===== src/sv/hex_grid_isolated_hit_finder_unit_assert.svh =====
`ifndef HEX_GRID_ISOLATED_HIT_FINDER_UNIT_ASSERT_SVH
`define HEX_GRID_ISOLATED_HIT_FINDER_UNIT_ASSERT_SVH

// Condition that must hold at every edge outside reset.
`define HGIH_ASSERT(label, cond, msg) \
  label: assert property (@(posedge clk) disable iff (rst) (cond)) else $error(msg);

// Trigger in one cycle implies a result in the next cycle.
`define HGIH_ASSERT_NEXT(label, trig, res, msg) \
  label: assert property (@(posedge clk) disable iff (rst) (trig) |=> (res)) else $error(msg);

`endif


===== src/sv/hgih_pkg.sv =====
package hgih_pkg;

  localparam int GRID_X_DEF      = 128;
  localparam int GRID_Y_DEF      = 128;
  localparam int MAX_REPORTS_DEF = 64;
  localparam int ADC_BITS_DEF    = 12;

  localparam logic [1:0] CFG_SCAN_X = 2'd0;
  localparam logic [1:0] CFG_SCAN_Y = 2'd1;
  localparam logic [1:0] CFG_SUBDET = 2'd2;

  localparam logic MODE_STORE = 1'b0;
  localparam logic MODE_SCAN  = 1'b1;

  typedef enum logic [2:0] {
    ST_IDLE,
    ST_CLEAR,
    ST_SCAN_RD,
    ST_SCAN_CHK,
    ST_EMIT_RD,
    ST_EMIT_LD
  } state_t;

  typedef struct packed {
    logic store;
    logic scan_init;
    logic rd;
    logic cap_center;
    logic k_inc;
    logic record;
    logic next_cell;
    logic emit_rd;
    logic emit_ld;
    logic emit_inc;
    logic clr_step;
  } cmd_t;

  typedef struct packed {
    logic nbr_out;
    logic rd_zero;
    logic k_zero;
    logic k_six;
    logic scan_empty;
    logic cell_last;
    logic out_free;
    logic emit_last;
    logic clr_last;
  } sts_t;

  // Neighbor offsets, step 1..6; step 0 is the cell itself. -1 is 2'b11.
  function automatic logic [1:0] nb_dx(input logic [2:0] k);
    logic [1:0] d;
    case (k)
      3'd1: d = 2'b01;
      3'd2: d = 2'b00;
      3'd3: d = 2'b11;
      3'd4: d = 2'b11;
      3'd5: d = 2'b00;
      3'd6: d = 2'b01;
      default: d = 2'b00;
    endcase
    return d;
  endfunction

  function automatic logic [1:0] nb_dy(input logic [2:0] k);
    logic [1:0] d;
    case (k)
      3'd1: d = 2'b00;
      3'd2: d = 2'b01;
      3'd3: d = 2'b01;
      3'd4: d = 2'b00;
      3'd5: d = 2'b11;
      3'd6: d = 2'b11;
      default: d = 2'b00;
    endcase
    return d;
  endfunction

endpackage


===== src/sv/hgih_ctrl.sv =====
module hgih_ctrl import hgih_pkg::*; (
  input  logic clk,
  input  logic rst,
  input  logic in_valid,
  input  logic mode,
  input  sts_t sts,
  output logic in_stall,
  output cmd_t cmd
);

  state_t state, state_next;

  always_ff @(posedge clk) begin
    if (rst) state <= ST_CLEAR;
    else state <= state_next;
  end

  always_comb begin
    state_next = state;
    cmd        = '0;
    in_stall   = 1'b1;
    case (state)
      ST_IDLE: begin
        in_stall = 1'b0;
        if (in_valid) begin
          if (mode == MODE_STORE) begin
            cmd.store = 1'b1;
          end else if (mode == MODE_SCAN) begin
            cmd.scan_init = 1'b1;
            state_next = sts.scan_empty ? ST_EMIT_RD : ST_SCAN_RD;
          end
        end
      end
      ST_SCAN_RD: begin
        if (!sts.k_zero && sts.nbr_out) begin
          // neighbor off the grid is empty
          if (sts.k_six) begin
            cmd.record    = 1'b1;
            cmd.next_cell = 1'b1;
            state_next = sts.cell_last ? ST_EMIT_RD : ST_SCAN_RD;
          end else begin
            cmd.k_inc = 1'b1;
          end
        end else begin
          cmd.rd = 1'b1;
          state_next = ST_SCAN_CHK;
        end
      end
      ST_SCAN_CHK: begin
        if (sts.k_zero) begin
          if (sts.rd_zero) begin
            cmd.next_cell = 1'b1;
            state_next = sts.cell_last ? ST_EMIT_RD : ST_SCAN_RD;
          end else begin
            cmd.cap_center = 1'b1;
            cmd.k_inc      = 1'b1;
            state_next = ST_SCAN_RD;
          end
        end else if (!sts.rd_zero) begin
          cmd.next_cell = 1'b1;
          state_next = sts.cell_last ? ST_EMIT_RD : ST_SCAN_RD;
        end else if (sts.k_six) begin
          cmd.record    = 1'b1;
          cmd.next_cell = 1'b1;
          state_next = sts.cell_last ? ST_EMIT_RD : ST_SCAN_RD;
        end else begin
          cmd.k_inc = 1'b1;
          state_next = ST_SCAN_RD;
        end
      end
      ST_EMIT_RD: begin
        cmd.emit_rd = 1'b1;
        state_next = ST_EMIT_LD;
      end
      ST_EMIT_LD: begin
        if (sts.out_free) begin
          cmd.emit_ld = 1'b1;
          if (sts.emit_last) begin
            state_next = ST_CLEAR;
          end else begin
            cmd.emit_inc = 1'b1;
            state_next = ST_EMIT_RD;
          end
        end
      end
      ST_CLEAR: begin
        cmd.clr_step = 1'b1;
        if (sts.clr_last) state_next = ST_IDLE;
      end
      default: state_next = ST_IDLE;
    endcase
  end

endmodule


===== config.mk =====
export PLATFORM = sky130hd
export DESIGN_NAME = hgih_ctrl
export DESIGN_NICKNAME = d
export VERILOG_FILES = /design/src/sv/hex_grid_isolated_hit_finder_unit_assert.svh /design/src/sv/hgih_pkg.sv /design/src/sv/hgih_ctrl.sv
export SDC_FILE = /design/constraint.sdc
export NUM_CORES = 1
export LEC_CHECK = 0
export BUFFER_PORTS_ARGS = -buffer_cell sky130_fd_sc_hd__buf_2
export CORE_AREA = 2 2 39 41
export CTS_CLUSTER_SIZE = 40
export DETAILED_ROUTE_END_ITERATION = 10
export DIE_AREA = 0 0 41 43
export RECOVER_POWER = 50
export SKIP_CTS_REPAIR_TIMING = 1
export SLEW_MARGIN = 10
export SYNTH_ARGS = -nofsm -noshare
export SYNTH_HDL_FRONTEND = slang
export SYNTH_SLANG_ARGS = --single-unit
export TNS_END_PERCENT = 5

===== constraint.sdc =====
create_clock -name clk -period 1.5 [get_ports clk]
set_input_delay 0.075 -clock clk [delete_from_list [all_inputs] [get_ports clk]]
set_output_delay 0.075 -clock clk [all_outputs]
set_load 0.02 [all_outputs]

== Word level (Yosys, flattened, before mapping) ==
Index checks and enable logic that the tools add are counted.

* Register bits after elaboration: 3
* Bits in latches: 0
* RAM bits: 0
* Memory bits (read-only): 0
* Input bits: 13
* Output and inout bits: 12
* Word-level logic and storage cells: 54
* Memories kept: 0

* Add/subtract/negate cells: 0
* Multiply operators: 0
* Divide/modulo/power cells: 0
* Magnitude comparators: 0
* Equality and inequality tests: 10
* Shifts and indexed selects: 0
* Muxes and demuxes: 39
* Bitwise logic cells: 0
* Reductions and logical operators: 4

{| class="wikitable"
|+ Operators with widths
! kind !! number
|-
| 3-bit 2-to-1 mux || 14
|-
| 3-bit case mux with 6 select lines || 1
|-
| 1-bit 2-to-1 mux || 16
|-
| 2-bit 2-to-1 mux || 7
|-
| 2-bit inequality test (second input constant) || 4
|-
| 3-bit by 2-bit == test with 1-bit output (second input constant) || 2
|-
| 3-bit == test (second input constant) || 2
|-
| 3-bit case mux with 2 select lines || 1
|-
| 5-bit AND reduction || 1
|-
| 3-bit by 1-bit == test with 1-bit output (second input constant) || 1
|-
| 3-bit logical NOT || 1
|-
| 3-bit inequality test (second input constant) || 1
|-
| 1-bit logical AND || 1
|-
| 1-bit logical NOT || 1
|}

== Logic depth before layout (Yosys ltp) ==
Gate-level depths: netlist (run 1).

* Depth after elaboration: 5
* Gate-level depth with buffers: 5
* Depth with buffers taken out: 4

== Worst setup path after synthesis (run 1) ==
OpenSTA, ideal clock, no wires.

* Path type: register -> output
* Start point: register state[0]
* End point: output port cmd[5] (netlist name)
* Arrival: 1367 ps
* Data required time: 1425 ps
* Setup slack: 58 ps
* Cell stages (with the launch flop): 4
* Path buffers: 1
* Cells stage by stage: dfxtp_1 > buf_2 > mux2i_1 > nor4b_1

{| class="wikitable"
|+ RTL lines
! item !! line !! text
|-
| from (decl) || hgih_ctrl.sv:11 || <nowiki>state_t state, state_next;</nowiki>
|-
| from (signal assigned) || hgih_ctrl.sv:15 || <nowiki>else state <= state_next;</nowiki>
|-
| to (decl) || hgih_ctrl.sv:8 || <nowiki>output cmd_t cmd</nowiki>
|}

==> metrics.md, run 1 <==
| Metric | Value |
|---|---|
| Layout cell share with drive strength beyond 1 | `51.1%` |
| RSZ-0062 raised after global routing | `yes` |
| Drt first pass iters | `4` |
| Dpl cells | `100` |
| Total negative setup slack | `-0.0236 ns` |
| Root Buffer | `clkbuf_4` |
| Filler Cells Inserted | `140` |
| Total GRT Usage | `15.8%` |
| Nets | `106` |
| Top cell type's share of synthesized area | `14.2%` |
| Final WS setup | `-0.0196 ns` |
| EDFF count, synth | `0` |
| Clk pwr share | `46.4%` |
| Routability congestion estimate | `0.789` |
| Area Growth Syn to Fin | `63.1%` |
| Area leader, netlist | `dfxtp_1` |
| Antenna violations before repair | `0` |
| Drc violations | `0` |
| DR vias/cell | `5.04` |
| WL met2 | `600 um` |
| Register-to-register setup slack | `0 ns` |
| PwrDens | `477 nW/um2` |
| Total wire length | `1210 um` |
| CTS clk-pin slew, worst paths | `0.04 ns` |
| Longest Clk Path Bufs | `2` |
| Total chip power | `0.330 mW` |
| Max-slew violation count | `0` |
| Leak | `0.340 nW` |
| Combinational Power Share | `27.9%` |
| Die width | `41 um` |
| Cell Area, Synth | `424 um2` |
| CP arrival | `1.44 ns` |
| Largest register FFs | `3` |
| Final setup fails | `2` |
| Most frequent cell after synthesis | `nor2_1` |
| Seq pwr share | `25.7%` |
| Vias in the first global route | `458` |
| Largest Register | `state` |
| Fmax | `0.658 GHz` |
| Layout Cells excl Fill | `108` |
| Synth top area cells | `dfxtp_1, nor2b_1, nor2_1` |
| CTS Sinks | `3` |
| Hold Crit Class | `primary input to flip-flop` |
| Switching power | `0.106 mW` |
| Die area | `1760 um2` |
| Worst Max-Slew Pin Slew | `0.403 ns` |
| Hold slack | `0.0398 ns` |
| Max_cap viols | `0` |
| Htree depth | `1` |
| WS Path Type | `flip-flop to output port` |
| Commonest cells in the netlist | `nor2_1, nor2b_1, nand2_1, nand2b_1` |
| Boundary Pins | `25` |
| Port bufs | `24` |
| Syn Inst Count | `57` |
| WL met1 | `499 um` |
| FF+latch count, synth | `3` |
| Crit path max fanout | `6` |
| Met3 routed WL | `81 um` |
| Initial Util | `30.7%` |
| Crit end category | `output port` |
| Fin. Hold Viols | `0` |
| CP startpoint kind | `flip-flop` |
| Outcome | `complete, but fails checks` |
| Antenna Cells | `0` |
| Synth cell types | `33` |
| Worst rel slew slack | `73.0%` |
| Biggest regs | `state: 3 flops` |
| DP HPWL | `909 um` |
| Post-Synthesis Net Count | `70` |
| Pint | `0.224 mW` |
| Switch share | `32.1%` |
| Avg Synthesized Cell Area | `7.44 um2` |
| CTS Buf Count | `3` |
| Area of the core | `1380 um2` |
| Final ANT Viol Nets | `0` |
| Top sig layer | `met4` |
| DIE HEIGHT | `43 um` |
| WL per Instance | `11.2 um` |
| Yosys warning count | `0` |
| Via count | `544` |
| Drt initial violations | `3` |
| CTS tree | `done` |
| Largest net degree at the start of global routing | `10` |
| Post-layout minimum cycle time | `1.52 ns` |
| Synth async-reset ratio | `0%` |
| Grt total ovfl | `0` |
| Skew-Pair Late Insertion Delay | `0.25 ns` |
| Failing checks | `setup timing` |
| First-pass GRT wire length | `1840 um` |
| Worst EP required | `1.42 ns` |
| Peak supply drop | `0.275 mV` |
| Final worst-path cycle share | `101%` |
| Rows | `14` |
| Clk_skew | `0.00323 ns` |
| Seq/Total Area, Yosys | `14.2%` |
| Primary FF master, synth | `dfxtp_1` |
| Pre-CTS WS | `0.0480 ns` |
## kinds of logic after synthesis
family / Yosys count / synth area share [%]
flops: 3 / 14.2
buf+inv: 4 / 5.90
simple gates: 37 / 55.2
compound gates: 12 / 22.4
mux: 1 / 2.36
## layout by cell type (no fill, tap or decap), drive strengths merged, types with 2 or more instances in the layout
cell type	count
nand2b	4
nor3	3
or3b	2
nor2	7
a211oi	3
dfxtp	3
and3	3
nor3b	2
nand2	4
nor2b	5
clkbuf	6
buf	32
## critical path, cell delays in order, from the launching register on
cell and delay, ns:
dfxtp_4 0.36, or3b_4 0.42, nor3b_4 0.19, or2_4 0.14, buf_6 0.10
## layout make-up
class / instances / area (um2) / area share, %
Timing Repair Buffer: 34 / 215 / 31.1
Multi-Input combinational cell: 50 / 358 / 51.7
Sequential cell: 3 / 68.8 / 9.95
Inverter: 1 / 3.75 / 0.542
Clock buffer: 4 / 26.3 / 3.80
Tap cell: 16 / 20.0 / 2.89
## power groups by stage
stage	logic [mW]	clock network [mW]	registers, mW
2_1_floorplan	0.0496	0	0.0859
3_3_place_gp	0.0882	0	0.0868
3_5_place_dp	0.0883	0	0.0870
4_1_cts	0.0887	0.154	0.0858
5_1_grt	0.103	0.163	0.0852
6_report	0.0920	0.153	0.0848
## metal layers
| layer | track usage, % | vias to the layer above |
|---|---|---|
| li1 | - | 280 |
| met5 | 0 | - |
| met1 | 18.0 | 240 |
| met4 | 12.0 | 0 |
| met3 | 3.14 | 2 |
| met2 | 24.1 | 22 |
## worst paths after layout
| check | start | endpoint | depth (start not counted) |
|---|---|---|---|
| setup reg to reg | state[0] | state[0] | 5 |
| setup / recovery | state[0] | cmd[6] | 4 |
| hold reg to reg | state[0] | state[2] | 3 |
| hold / removal | rst | state[1] | 2 |
## metrics by stage
stage	instance area, um2	utilization [%]
6_report	692	50.0
5_1_grt	692	50.0
4_1_cts	614	44.4
3_5_place_dp	588	42.5
3_3_place_gp	588	42.5
2_1_floorplan	424	-
Power figures use the tool's default switching activity.
==> run 2: changes to the inputs <==
==> constraint.sdc (replaced) <==
create_clock -name clk -period 1.5 [get_ports clk]
set_input_delay 0.225 -clock clk [delete_from_list [all_inputs] [get_ports clk]]
set_output_delay 0.225 -clock clk [all_outputs]
set_load 0.02 [all_outputs]
==> run 2 against run 1 <==
Compared with the run above:
- the run still ends with setup timing left
- die area unchanged
- worst hold slack improved by 0.19 ns
- worst setup slack worse by 0.10 ns
- first-iteration DRC count is 33% higher
- global-route usage decreased by 1.0 points
- final cell count grew 2.8%
- combinational power increased by 25%
- sequential share of layout area fell by 1.6 points
- power is 2.3% higher
- clock-buffer cell count unchanged
==> metrics.md, run 2 (synthesis gave the netlist of run 1 again) <==
| Metric | Value |
|---|---|
| Outcome | `complete, but fails checks` |
| Failing checks | `setup timing` |
| CTS clk-pin slew, worst paths | `0.04 ns (about the same)` |
| Largest net degree at the start of global routing | `14 (+4)` |
| Rows | `14 (unchanged)` |
| Worst rel slew slack | `71.0% (-2.0 points)` |
| Initial Util | `30.7% (unchanged)` |
| Biggest regs | `state: 3 flops` |
| Commonest non-fill, non-tap cell in the layout | `buf_2` |
| Worst EP required | `1.27 ns (-0.15 ns)` |
| Drc violations | `0 (unchanged)` |
| Port bufs | `24 (unchanged)` |
| Commonest cells after routing, fill and taps aside | `buf_2, buf_4, buf_6` |
| Final ANT Viol Nets | `0 (unchanged)` |
| Layout cell share with drive strength beyond 1 | `56.8% (+5.8 points)` |
| CP startpoint kind | `flip-flop` |
| Via count | `577 (+6.1%)` |
| First-pass GRT wire length | `1880 um (+2.2%)` |
| DP HPWL | `997 um (+9.7%)` |
| Clk_skew | `0.000587 ns (-0.00264 ns)` |
| Boundary Pins | `25 (unchanged)` |
| Final worst-path cycle share | `108% (+6.7 points)` |
| CP arrival | `1.39 ns (-0.05 ns)` |
| Peak supply drop | `0.360 mV (+31%)` |
| RSZ-0062 raised after global routing | `yes` |
| Skew-Pair Late Insertion Delay | `0.23 ns (-0.02 ns)` |
| Routability congestion estimate | `0.774 (-1.9%)` |
| Filler Cells Inserted | `140 (unchanged)` |
| WS Path Type | `flip-flop to output port` |
| Vias in the first global route | `476 (+3.9%)` |
| Antenna Cells | `0 (unchanged)` |
| Largest Register | `state` |
| Max_cap viols | `0 (unchanged)` |
| Drt first pass iters | `4 (unchanged)` |
| Die area | `1760 um2 (unchanged)` |
| DR vias/cell | `5.20 (+3.2%)` |
| Root Buffer | `clkbuf_4` |
| Sequential Area | `63.8 um2 (-7.3%)` |
| Fmax | `0.617 GHz (-6.2%)` |
| Antenna violations before repair | `0 (unchanged)` |
| Drt initial violations | `4 (+1)` |
| Hold Crit Class | `primary input to flip-flop` |
| DIE HEIGHT | `43 um (unchanged)` |
| CTS Sinks | `3 (unchanged)` |
| Dpl cells | `104 (+4.0%)` |
| Area of the core | `1380 um2 (unchanged)` |
| CTS Buf Count | `3 (unchanged)` |
| Leak | `0.364 nW (+7.2%)` |
| Total wire length | `1320 um (+9.4%)` |
| Grt total ovfl | `0 (unchanged)` |
| Area Growth Syn to Fin | `79.6%` |
| Post-layout minimum cycle time | `1.62 ns (+0.100 ns)` |
| Crit path max fanout | `6 (unchanged)` |
| Crit end category | `output port` |
| Worst Max-Slew Pin Slew | `0.433 ns (+0.0303 ns)` |
| Final WS setup | `-0.120 ns (-0.100 ns)` |
| Fin. Hold Viols | `0 (unchanged)` |
| CTS tree | `done` |
| Largest register FFs | `3 (unchanged)` |
| Nets | `109 (+2.8%)` |
| Multi-input gate area | `382 um2 (+6.6%)` |
| Longest Clk Path Bufs | `2 (unchanged)` |
| Die width | `41 um (unchanged)` |
| Final setup fails | `5 (+3)` |
| Fin util | `55.1% (+5.1 points)` |
| Max-slew violation count | `0 (unchanged)` |
| Htree depth | `1 (unchanged)` |
| WL per Instance | `11.9 um (+6.4%)` |
| PwrDens | `443 nW/um2 (-7.1%)` |
| Layout Cells excl Fill | `111 (+2.8%)` |
| Total GRT Usage | `14.7% (-1.0 points)` |
-- run 2: layout make-up --
class	instances	area share, %
tap	16	2.63
clock buffer	4	3.45
sequential	3	8.37
multi-input combinational	50	50.1
timing repair buffer	37	35.0
inverter	1	0.493
-- run 2: power breakdown --
part           internal, mW  total (mW)  switching (mW)
Clock                0.0994       0.137          0.0380
Sequential           0.0832      0.0849         0.00176
Combinational        0.0577       0.115          0.0576
-- run 2: worst max-delay path: stages, from the launching register on --
cell	delay [ns]
dfxtp_2	0.34
buf_6	0.12
nand3b_1	0.15
and3b_1	0.21
a31o_2	0.22
buf_6	0.13
-- run 2: final timing paths --
kind	slack (ns)	end	startpoint	cells past startpoint
setup / recovery	-0.12	cmd[4]	state[2]	5
hold / removal	0.23	state[1]	rst	2
setup reg to reg	-0.02	state[2]	state[0]	5
hold reg to reg	0.69	state[2]	state[1]	4
-- run 2: routing by layer --
layer	up-vias	GRT usage [%]	share of wire [%]
li1	293	-	-
met1	262	17.6	42
met2	22	25.9	51
met3	0	3.14	6.9
met4	0	2.00	0
met5	-	0	0
-- run 2: through the flow --
stage | power [mW] | worst slack [ns] | hold slack, ns | TNS [ns] | area, um2
CTS | 0.323 | -0.251 | 0.218 | -0.859 | 651
floorplan | 0.136 | -0.0296 | 0.295 | -0.0296 | 430
finish | 0.338 | -0.120 | 0.230 | -0.320 | 762
global placement | 0.183 | 0.0175 | 0.452 | 0 | 624
detailed placement | 0.185 | -0.00901 | 0.453 | -0.00901 | 624
global route | 0.365 | -0.169 | 0.226 | -0.826 | 762
